[src/hw/rtl/dbdlp_pkg.sv]
`default_nettype none
package dbdlp_pkg;

	localparam int NOW_BITS = 32;
	localparam int CFG_BITS = 16;
	localparam int DATA_BITS = 32;
	localparam int ADDR_BITS = 3;

	localparam logic [CFG_BITS-1:0] DEBOUNCE_RESET = 16'd30;
	localparam logic [CFG_BITS-1:0] LONG_PRESS_RESET = 16'd1000;

	// Register word index (paddr[2])
	localparam logic REG_DEBOUNCE = 1'b0;
	localparam logic REG_LONG_PRESS = 1'b1;

	typedef enum logic [1:0] {
		EV_NONE  = 2'd0,
		EV_SHORT = 2'd1,
		EV_LONG  = 2'd2
	} ev_t;

	typedef struct packed {
		ev_t  ev;
		logic follow;
	} lane_res_t;

	typedef struct packed {
		ev_t  left_ev;
		ev_t  right_ev;
		logic follow;
	} out_item_t;

endpackage
`default_nettype wire

[src/hw/rtl/dbdlp_lane.sv]
`default_nettype none
module dbdlp_lane #(
	parameter int TIME_BITS = 32
) (
	input  wire logic                          clk,
	input  wire logic                          arst_n,
	input  wire logic                          accept,
	input  wire logic [TIME_BITS-1:0]          now,
	input  wire logic                          pin_lvl,
	input  wire logic [dbdlp_pkg::CFG_BITS-1:0] deb_time,
	input  wire logic [dbdlp_pkg::CFG_BITS-1:0] long_time,
	output dbdlp_pkg::lane_res_t               res
);
	import dbdlp_pkg::*;

	logic                 cand_q;
	logic                 stable_q;
	logic                 long_q;
	logic [TIME_BITS-1:0] cct_q;
	logic [TIME_BITS-1:0] press_q;

	logic                 pressed;
	logic                 chg;
	logic [TIME_BITS-1:0] el_cand;
	logic [TIME_BITS-1:0] el_press;
	logic                 deb_hit;
	logic                 deb_press;
	logic                 short_hit;
	logic                 long_hit;
	logic                 stable_n;
	logic                 long_mid;
	logic                 long_n;

	always_comb begin
		pressed   = ~pin_lvl;
		chg       = pressed != cand_q;
		el_cand   = now - cct_q;
		deb_hit   = !chg && (pressed != stable_q) && (el_cand >= TIME_BITS'(deb_time));
		deb_press = deb_hit && pressed;
		short_hit = deb_hit && !pressed && !long_q;
		stable_n  = deb_hit ? pressed : stable_q;
		long_mid  = deb_press ? 1'b0 : long_q;
		// A fresh stable press starts its hold timer now.
		el_press  = deb_press ? '0 : (now - press_q);
		long_hit  = !chg && !short_hit && stable_n && !long_mid &&
		            (el_press >= TIME_BITS'(long_time));
		long_n    = long_mid | long_hit;

		if (short_hit) begin
			res.ev = EV_SHORT;
		end else if (long_hit) begin
			res.ev = EV_LONG;
		end else begin
			res.ev = EV_NONE;
		end
		res.follow = (pressed != stable_n) || (stable_n && !long_n);
	end

	always_ff @(posedge clk or negedge arst_n) begin
		if (!arst_n) begin
			cand_q   <= 1'b0;
			stable_q <= 1'b0;
			long_q   <= 1'b0;
			cct_q    <= '0;
			press_q  <= '0;
		end else if (accept) begin
			cand_q   <= pressed;
			stable_q <= stable_n;
			long_q   <= long_n;
			if (chg) begin
				cct_q <= now;
			end
			if (deb_press) begin
				press_q <= now;
			end
		end
	end

endmodule
`default_nettype wire

[src/hw/rtl/dbdlp_out.sv]
`default_nettype none
module dbdlp_out (
	input  wire logic                 clk,
	input  wire logic                 arst_n,
	input  wire logic                 accept,
	input  wire dbdlp_pkg::lane_res_t left_res,
	input  wire dbdlp_pkg::lane_res_t right_res,
	input  wire logic                 out_stall,
	output logic                      in_stall,
	output logic                      out_valid,
	output dbdlp_pkg::out_item_t      out_item
);
	import dbdlp_pkg::*;

	out_item_t merged;
	out_item_t out_q;
	out_item_t skid_q;
	logic      out_vld_q;
	logic      skid_full_q;
	logic      take;

	always_comb begin
		merged.left_ev  = left_res.ev;
		merged.right_ev = right_res.ev;
		merged.follow   = left_res.follow | right_res.follow;
		take            = out_vld_q && !out_stall;
	end

	always_ff @(posedge clk or negedge arst_n) begin
		if (!arst_n) begin
			out_vld_q   <= 1'b0;
			skid_full_q <= 1'b0;
		end else if (skid_full_q) begin
			if (take) begin
				skid_full_q <= 1'b0;
			end
		end else if (accept) begin
			if (out_vld_q && !take) begin
				skid_full_q <= 1'b1;
			end
			out_vld_q <= 1'b1;
		end else if (take) begin
			out_vld_q <= 1'b0;
		end
	end

	always_ff @(posedge clk) begin
		if (skid_full_q) begin
			if (take) begin
				out_q <= skid_q;
			end
		end else if (accept) begin
			if (out_vld_q && !take) begin
				skid_q <= merged;
			end else begin
				out_q <= merged;
			end
		end
	end

	assign in_stall  = skid_full_q;
	assign out_valid = out_vld_q;
	assign out_item  = out_q;

endmodule
`default_nettype wire

[src/hw/rtl/dual_button_debounce_long_press.sv]
// Each accepted scan item gives one registered result on the output.
// Throughput: one scan item per cycle while in_stall is low; two lanes, one per button, each a few
// compares on wrapped timestamp differences, merged into one result.
// Output register plus skid entry: input stalls only while both hold results.
// Reset (arst_n low, asynchronous): buttons released, timers zero,
// debounce 30 ms, long press 1000 ms, output empty.
`default_nettype none
module dual_button_debounce_long_press #(
	parameter int TIME_BITS = 32
) (
	input  wire logic                            clk,
	input  wire logic                            arst_n,
	// scan item channel
	input  wire logic                            in_valid,
	output logic                                 in_stall,
	input  wire logic [dbdlp_pkg::NOW_BITS-1:0]  now_time,
	input  wire logic                            left_raw_high,
	input  wire logic                            right_raw_high,
	// result channel
	output logic                                 out_valid,
	input  wire logic                            out_stall,
	output logic [1:0]                           left_event,
	output logic [1:0]                           right_event,
	output logic                                 follow_up,
	// register port
	input  wire logic                            psel,
	input  wire logic                            penable,
	input  wire logic                            pwrite,
	input  wire logic [dbdlp_pkg::ADDR_BITS-1:0] paddr,
	input  wire logic [dbdlp_pkg::DATA_BITS-1:0] pwdata,
	output logic [dbdlp_pkg::DATA_BITS-1:0]      prdata,
	output logic                                 pready
);
	import dbdlp_pkg::*;

	logic [CFG_BITS-1:0]  deb_q;
	logic [CFG_BITS-1:0]  long_q;
	logic                 accept;
	logic                 reg_idx;
	logic                 wr_en;
	logic [TIME_BITS-1:0] now;
	lane_res_t            left_res;
	lane_res_t            right_res;
	out_item_t            out_item;

	// Registers sit on 4-byte words; decode by word index only.
	assign reg_idx = paddr[2];
	assign wr_en   = psel && penable && pwrite && pready;
	assign pready  = 1'b1;

	always_ff @(posedge clk or negedge arst_n) begin
		if (!arst_n) begin
			deb_q  <= DEBOUNCE_RESET;
			long_q <= LONG_PRESS_RESET;
		end else if (wr_en) begin
			case (reg_idx)
				REG_DEBOUNCE:   deb_q  <= pwdata[CFG_BITS-1:0];
				REG_LONG_PRESS: long_q <= pwdata[CFG_BITS-1:0];
				default:        deb_q  <= deb_q;
			endcase
		end
	end

	always_comb begin
		case (reg_idx)
			REG_DEBOUNCE:   prdata = DATA_BITS'(deb_q);
			REG_LONG_PRESS: prdata = DATA_BITS'(long_q);
			default:        prdata = '0;
		endcase
	end

	// Take the scan when the skid entry is free.
	assign accept = in_valid && !in_stall;

	// Fold the timestamp into the wrapping time domain.
	assign now = TIME_BITS'(now_time);

	dbdlp_lane #(
		.TIME_BITS(TIME_BITS)
	) u_lane_left (
		.clk       (clk),
		.arst_n    (arst_n),
		.accept    (accept),
		.now       (now),
		.pin_lvl   (left_raw_high),
		.deb_time  (deb_q),
		.long_time (long_q),
		.res       (left_res)
	);

	dbdlp_lane #(
		.TIME_BITS(TIME_BITS)
	) u_lane_right (
		.clk       (clk),
		.arst_n    (arst_n),
		.accept    (accept),
		.now       (now),
		.pin_lvl   (right_raw_high),
		.deb_time  (deb_q),
		.long_time (long_q),
		.res       (right_res)
	);

	// Merge lane results and hold them for the result channel.
	dbdlp_out u_out (
		.clk       (clk),
		.arst_n    (arst_n),
		.accept    (accept),
		.left_res  (left_res),
		.right_res (right_res),
		.out_stall (out_stall),
		.in_stall  (in_stall),
		.out_valid (out_valid),
		.out_item  (out_item)
	);

	assign left_event  = out_item.left_ev;
	assign right_event = out_item.right_ev;
	assign follow_up   = out_item.follow;

endmodule
`default_nettype wire

[config.mk]
export PLATFORM = sky130hd
export DESIGN_NAME = dual_button_debounce_long_press
export DESIGN_NICKNAME = d
export VERILOG_FILES = /design/src/hw/rtl/dbdlp_pkg.sv /design/src/hw/rtl/dbdlp_lane.sv /design/src/hw/rtl/dbdlp_out.sv /design/src/hw/rtl/dual_button_debounce_long_press.sv
export SDC_FILE = /design/constraint.sdc
export NUM_CORES = 1
export LEC_CHECK = 0
export BUFFER_PORTS_ARGS = -buffer_cell sky130_fd_sc_hd__buf_4
export CORE_MARGIN = 1
export CORE_UTILIZATION = 40
export DETAILED_ROUTE_END_ITERATION = 10
export SLEW_MARGIN = 20
export SYNTH_ARGS = -nofsm -noshare
export SYNTH_HDL_FRONTEND = slang
export SYNTH_SLANG_ARGS = --single-unit
[constraint.sdc]
create_clock -name clk -period 10.45 [get_ports clk]
set_input_delay 2.09 -clock clk [delete_from_list [all_inputs] [get_ports clk]]
set_output_delay 2.09 -clock clk [all_outputs]
set_load 0.05 [all_outputs]
### Word level (Yosys, flattened, before mapping)

Cells that the tools add are included.
W data, S select, Z words.

| cells by class | value |
|---|---|
| add/subtract/negate cells | 4 |
| order comparisons | 4 |
| equality and inequality tests | 8 |
| multiplexer cells | 21 |
| bitwise gates (word level) | 7 |
| reductions and logical operators | 51 |

Operators with widths:

| kind | count |
|---|---|
| $ge A32 B16 Y1 | 4 |
| $sub A32 B32 Y32 | 4 |
| $mux W32 | 2 |
| $pmux W32 S2 | 1 |
| $logic_and A1 B1 Y1 | 25 |
| $mux W5 | 4 |
| $reduce_and A2 Y1 | 7 |
| $logic_not A1 Y1 | 13 |
| $mux W1 | 10 |
| $mux W2 | 4 |
| $ne A1 B1 Y1 | 6 |
| $reduce_and A3 Y1 | 2 |
| $not A1 Y1 | 4 |
| $reduce_bool A2 Y1 | 2 |
| $or A1 B1 Y1 | 3 |
| $logic_or A1 B1 Y1 | 2 |
| $ne A2 B1 Y1 const B | 1 |
| $ne A2 B2 Y1 const B | 1 |

| storage, ports and cells | value |
|---|---|
| register bits after elaboration | 178 |
| input bits | 76 |
| output and inout bits | 40 |
| logic and storage cells | 115 |

### Logic depth before layout (Yosys ltp)

Gate-level depths: netlist of the first run.

| logic depth | value |
|---|---|
| depth in word-level cells | 20 |
| depth in mapped cells | 35 |
| depth with buffers taken out | 34 |

### Cells and area by module

From an unflattened synthesis of the first run, not the netlist that was laid out.

| second synthesis, totals | value |
|---|---|
| cell total of the unflattened synthesis | 1995 |
| area, all modules | 17718.2 sq um |

Modules (own cells, without submodules):

| module | instances | cells an instance | area an instance (sq um) | sequential area each (sq um) |
|---|---|---|---|---|
| dbdlp_lane (u_lane_left) | 1 | 931 | 7870.0 | 1676.6 |
| dbdlp_lane (u_lane_right) | 1 | 929 | 7752.4 | 1676.6 |
| dual_button_debounce_long_press | 1 | 106 | 1616.6 | 813.3 |
| dbdlp_out | 1 | 29 | 479.2 | 350.3 |

### Worst setup path before layout of the first run

OpenSTA, ideal clock, no wires.

| path | value |
|---|---|
| path type | input to register |
| from | input port now_time[0] (netlist name) |
| to | register u_out.out_q, in the netlist u_out.out_item[4], data pin |
| library setup time | 0.260 ns |
| arrival | 8.181 ns |
| required time | 10.190 ns |
| slack | 2.009 ns |
| stages on the path | 28 |
| path buffers | 1 |
| cells stage by stage | inv_1 > ha_1 > fa_1 > nor2b_1 > o2111ai_1 > a211oi_1 > a31oi_1 > xnor2_1 > ha_1 > nor2b_1 > o21ai_0 > nand2b_1 > a2111oi_0 > o2111ai_1 > nor4_4 > nor3_1 > clkbuf_1 > nor2_1 > ha_1 > a21o_1 > a2111oi_0 > o21ai_0 > a311o_1 > a211oi_1 > nand4_1 > or4_1 > and2b_1 > mux2_2 |

RTL lines:

| element | RTL line | text |
|---|---|---|
| from (decl) | dual_button_debounce_long_press.sv:16 | `input wire logic [dbdlp_pkg::NOW_BITS-1:0] now_time,` |
| to (signal assigned) | dbdlp_out.sv:50 | `out_q <= skid_q;` |
| to (signal assigned) | dbdlp_out.sv:56 | `out_q <= merged;` |
| to (decl) | dbdlp_out.sv:16 | `out_item_t out_q;` |

==> results_dict.tcl, run 1 <==
set metrics [dict create \
    cts-resized-gates 0 \
    dr.pass1.iters 6 \
    dp_hpwl_mm 38.64 \
    min_period_ps 9308 \
    outcome "finished, final reports clean" \
    synthFlopType "dfrtp_1" \
    grt_max_degree 95 \
    drive_above_1_share_pct 11.27 \
    stdcell_area_um2 18350 \
    cts_buffers 17 \
    worst_pin_slew_ps 1048 \
    grt_usage_pct 22.71 \
    cts_tree "built" \
    hold_path_depth 2 \
    synthArstFlopShare_pct 94.38 \
    crit_path_top_delay_cell "a2111oi_0" \
    clock_sinks 178 \
    cts_hold_repair.buffers 0 \
    via_per_inst 5.698 \
    cpPeakStageDelay_ps 540 \
    synth.top_cell.area_share_pct 23.47 \
    io_pins 116 \
    synth_area_um2 16850 \
    cts_root_buffer "clkbuf_16" \
    fin_setup_tns_ps 0 \
    synth-edff-count 10 \
    netlist_instances 2098 \
    first_global_vias 14780 \
    finalSetupViolCount 0 \
    fin_skew_ps 13.57 \
    max_freq_mhz 107.4 \
    core_area_um2 41200 \
    ys_seq_area_share_pct 26.81 \
    post-route-period-util_pct 89.08 \
    startpoint_type "input port" \
    wirelength_mm 48.67 \
    area_delta_synth_final_pct 8.920 \
    syn_area_per_cell_um2 8.030 \
    synth_common_cells "nand2_1, o21ai_0, ha_1" \
    finalHoldViolations 0 \
    clk_latency_ps 470 \
    clk_pin_slew_worst_paths_ps 80 \
    num_vias 15170 \
    postCtsSetupBuffers 0 \
    ff2ff_path_depth 30 \
    power_density_nw_per_um2 321.7 \
    synth-seq-cells 178 \
    floorplan.initialDensity_pct 40.89 \
    slew_headroom_pct 29.24 \
    routabilityCongestion 0.9394 \
    worstHoldPathType "reg2reg" \
    cts_buffer_depth 2 \
    fp.dieH_um 207.2 \
    grt-ovfl-total 0 \
    die-width_um 207.2 \
    setup.worst_path.end_class "flop" \
    crit_arrival_ps 9650 \
    rows 74 \
    ant_nets 0 \
    ys_warn_count 0 \
    synthMostInstantiatedCell "nand2_1" \
    drc 0 \
    power.total_uw 5904 \
    drv_slew 0 \
    h-tree-depth 4 \
    path_class "in2reg" \
    fill_cells 4103 \
    place_area_um2 17770 \
    critPathMaxFanout 17 \
    ys_types 89 \
    fp.dieArea_um2 42940 \
    required_ps 10800 \
    yosys.area.top_type "dfrtp_1" \
    p_leak_uw 0.008226 \
    fin_nets 2384 \
    numPortBuffers 80 \
    grt_pass1_wl_mm 77.48 \
    ir_drop_v 0.0001360 \
    synth_area_leaders "dfrtp_1, ha_1, o21ai_0" \
    antenna_found_initial 1 \
    rsz0062_at_grt "false" \
    wl_per_cell_um 18.28 \
    maxCapViolations 0 \
    drt_iter0_markers 721 \
]
[kinds of logic after synthesis]
logic type               count (synthesis)  synth area share, %
adder cells (fa/ha/maj)                192                14.44
other                                    2              0.04458
multiplexers                            89                5.868
flip-flops                             178                26.81
AND/OR/NAND/NOR                        620                17.44
buffers and inverters                  295                7.160
AO/OA/AOI/OAI                          649                24.44
XOR/XNOR                                73                3.795
[placed cells by master, fill, tap and decap left out, types with 7 or more instances in the layout]
cell type    n
ha_1       188
mux2_2      78
o31ai_1     11
o21ai_0    209
a2111oi_0   11
o21a_1      21
xor2_1      30
edfxtp_1    10
dfstp_2     10
nand4_1     39
nor3_1      31
o21bai_1    13
or4_1        7
and4_1       9
nand3_1     34
a21o_1      50
a31oi_1     18
nor2_1     136
and3_1      11
or3_1       14
conb_1      17
a211oi_1    24
inv_1      186
nor4_1      11
o2111ai_1   13
clkbuf_16   17
dfrtp_1    158
nand2b_1    19
nor2b_1     27
a21oi_1    158
and2_1       8
o211ai_1    32
mux2i_1     11
nand2_1    245
buf_4       90
xnor2_1     43
[sequential cells by signal (all words and copies together) (netlist names)]
| signal | count |
|---|---|
| u_lane_left.long_q | 1 |
| u_lane_right.stable_q | 1 |
| u_lane_right.cct_q | 32 |
| u_lane_left.cct_q | 32 |
| u_lane_right.long_q | 1 |
| long_q | 16 |
| u_lane_right.cand_q | 1 |
| u_out.out_item | 5 |
| u_lane_left.press_q | 32 |
| deb_q | 16 |
| u_lane_left.cand_q | 1 |
| u_lane_left.stable_q | 1 |
| u_out.out_valid | 1 |
| u_out.in_stall | 1 |
| u_out.skid_q | 5 |
| u_lane_right.press_q | 32 |
[worst paths after layout]
path                       slack (ps)                     from                 endpoint
max reg2reg                      2640     u_lane_left.cct_q[0]        u_out.out_item[0]
min reg2reg                       490  u_lane_right.press_q[0]  u_lane_right.press_q[0]
min                               490  u_lane_right.press_q[0]  u_lane_right.press_q[0]
max                              1140              now_time[0]        u_out.out_item[0]
min in group asynchronous        1710                   arst_n   u_lane_left.press_q[3]
max in group asynchronous        7420                   arst_n                long_q[9]
[stage by stage]
step / hold slack [ps] / std cells / setup slack [ps] / utilization (%)
4_1_cts: 491.4 / 2659 / 1145 / 44.44
5_1_grt: 514.7 / 2662 / 669.6 / 44.53
6_report: 490.9 / 2662 / 1142 / 44.53
2_1_floorplan: 449.8 / 2113 / 2009 / -
3_3_place_gp: 471.5 / 2627 / 700.6 / 43.12
3_5_place_dp: 475.9 / 2627 / 656.2 / 43.12
[critical path: cells and delay by family]
kind            cells  cell delay (ps)
compound gates     12             2800
fa+ha+maj           4             1280
simple gates       10             2460
buf+inv             4              610
xor+xnor            1              170
mux                 1              210
[power breakdown]
group	leakage (µW)	total, µW	switching [µW]	internal (µW)
sequential	0.00213	1140	135	1000
combinational	0.00584	4140	2490	1650
clock	0.000261	629	303	326
total	0.00823	5900	2930	2980
[cell type report]
type | count | area (µm²) | area share, %
clock buffer | 18 | 429.2 | 2.339
tap | 532 | 665.6 | 3.628
timing repair buffer | 93 | 721.9 | 3.935
inverter | 186 | 698.2 | 3.805
antenna | 1 | 2.502 | 0.01364
clock inverter | 14 | 115.1 | 0.6273
sequential | 178 | 4517 | 24.62
multi-input combinational | 1640 | 11200 | 61.04
[metal layers]
layer | global-route usage, % | wire length [µm] | up-vias
li1 | - | - | 7556
met1 | 30.22 | 23030 | 7190
met2 | 37.35 | 22310 | 342
met3 | 3.192 | 1918 | 79
met4 | 8.569 | 1409 | 0
met5 | 0 | 0 | -
(Power assumes the default switching activity.)
==> run 2: changes to the inputs <==
--- a/config.mk
+++ b/config.mk
@@ -7,8 +7,9 @@
 export LEC_CHECK = 0
 export BUFFER_PORTS_ARGS = -buffer_cell sky130_fd_sc_hd__buf_4
 export CORE_MARGIN = 1
-export CORE_UTILIZATION = 40
+export CORE_UTILIZATION = 50
 export DETAILED_ROUTE_END_ITERATION = 10
+export PLACE_DENSITY = 0.68
 export SLEW_MARGIN = 20
 export SYNTH_ARGS = -nofsm -noshare
 export SYNTH_HDL_FRONTEND = slang
==> constraint.sdc (replaced) <==
create_clock -name clk -period 10.45 [get_ports clk]
set_input_delay 2.09 -clock clk [delete_from_list [all_inputs] [get_ports clk]]
set_output_delay 2.09 -clock clk [all_outputs]
set_load 0.02 [all_outputs]
==> results_dict.tcl, run 2 (synthesized netlist as in run 1, its figures left out) <==
set metrics [dict create \
    cts_buffers 17 \
    die-width_um 185.6 \
    floorplan.initialDensity_pct 51.26 \
    required_ps 10780 \
    drt_iter0_markers 841 \
    clock_sinks 178 \
    via_per_inst 5.959 \
    fin_setup_tns_ps 0 \
    first_global_vias 14550 \
    worstHoldPathType "reg2reg" \
    drv_slew 0 \
    fin_cells 2571 \
    setup.worst_path.end_class "flop" \
    clk_pin_slew_worst_paths_ps 70 \
    fin_nets 2384 \
    fp.dieH_um 185.6 \
    crit_path_top_delay_cell "a2111oi_0" \
    cts_tree "built" \
    num_vias 15320 \
    dp_hpwl_mm 37.53 \
    ir_drop_v 0.0001490 \
    area_delta_synth_final_pct 8.244 \
    h-tree-depth 4 \
    crit_arrival_ps 9770 \
    fp.dieArea_um2 34430 \
    fill_cells 3136 \
    cts_hold_repair.buffers 0 \
    ant_nets 0 \
    core_area_um2 32870 \
    cts_buffer_depth 2 \
    whs_ps 499.3 \
    antenna_found_initial 0 \
    maxCapViolations 0 \
    min_period_ps 9433 \
    critPathMaxFanout 6 \
    p_leak_uw 0.008226 \
    wirelength_mm 47.61 \
    grt_pass1_wl_mm 75.90 \
    layout_common_cells "nand2_1, o21ai_0, ha_1" \
    io_pins 116 \
    dr.pass1.iters 6 \
    grt-ovfl-total 0 \
    grt_max_degree 91 \
    power_density_nw_per_um2 322.0 \
    rows 66 \
    diodes 0 \
    numPortBuffers 80 \
    finalSetupViolCount 0 \
    path_class "in2reg" \
    wl_per_cell_um 18.52 \
    max_freq_mhz 106.0 \
    clk_latency_ps 460 \
    outcome "finished, final reports clean" \
    drive_above_1_share_pct 11.27 \
    slew_headroom_pct 26.26 \
    postCtsSetupBuffers 0 \
    cts_root_buffer "clkbuf_16" \
    cts-resized-gates 0 \
    routabilityCongestion 0.9190 \
    drc 0 \
    grt_usage_pct 28.41 \
    fin_skew_ps 10.45 \
    place_ws_ps 766.5 \
    dp_cells 2538 \
    rsz0062_at_grt "false" \
    layout_commonest_cell "nand2_1" \
    finalHoldViolations 0 \
    fin_ws_ps 1017 \
    post-route-period-util_pct 90.26 \
    cpPeakStageDelay_ps 650 \
    startpoint_type "input port" \
    worst_pin_slew_ps 1092 \
]
## run 2: power breakdown
group          total [µW]  switching, µW  internal [µW]  leakage, µW
Clock                 650            317            333     0.000265
Combinational        4080           2430           1650      0.00583
Sequential           1140            133           1000      0.00213
## run 2: cell type report
type / count / area [µm²] / share of cell area, %
inverter: 186 / 698.2 / 3.829
tap: 442 / 553.0 / 3.033
sequential: 178 / 4517 / 24.77
multi-input combinational: 1640 / 11200 / 61.42
clock buffer: 19 / 432.9 / 2.374
clock inverter: 13 / 125.1 / 0.6862
timing repair buffer: 93 / 709.4 / 3.890
## run 2: worst paths after layout
kind                                              start                 endpoint  slack [ps]  cells past startpoint
min in group asynchronous                        arst_n   u_lane_left.press_q[5]        1680                      1
worst min-delay path            u_lane_right.press_q[1]  u_lane_right.press_q[1]         500                      2
worst max-delay path                        now_time[0]        u_out.out_item[0]        1020                     31
worst min register to register  u_lane_right.press_q[1]  u_lane_right.press_q[1]         500                      2
max in group asynchronous                        arst_n                 deb_q[7]        7560                      2
worst max register to register     u_lane_left.cct_q[0]        u_out.out_item[0]        2550                     29
## run 2: through the flow
step                      instance area [µm²]  util [%]  power (µW)
final                                   18240     55.48        5871
after global routing                    18240     55.48        6450
after CTS                               18220     55.44        5840
after detailed placement                17660     53.74        5157
after global placement                  17660     53.74        5058
after floorplan                         16900         -        4208
## run 2: worst max-delay path: cells and delay by family
| family | cells | cell delay, ps |
|---|---|---|
| AOI/OAI and AO/OA | 12 | 3280 |
| and+or+nand+nor | 9 | 2130 |
| adders and majority gates | 4 | 1260 |
| buffers and inverters | 4 | 630 |
| muxes | 1 | 210 |
| xor gates and xnor gates | 1 | 170 |
## run 2: per-layer routing
metal / vias up / GRT usage, % / part of all wire [%]
li1: 7554 / - / -
met1: 7281 / 37.94 / 46
met2: 416 / 47.70 / 47
met3: 69 / 3.717 / 4.9
met4: 0 / 8.525 / 2.4
met5: - / 0 / 0
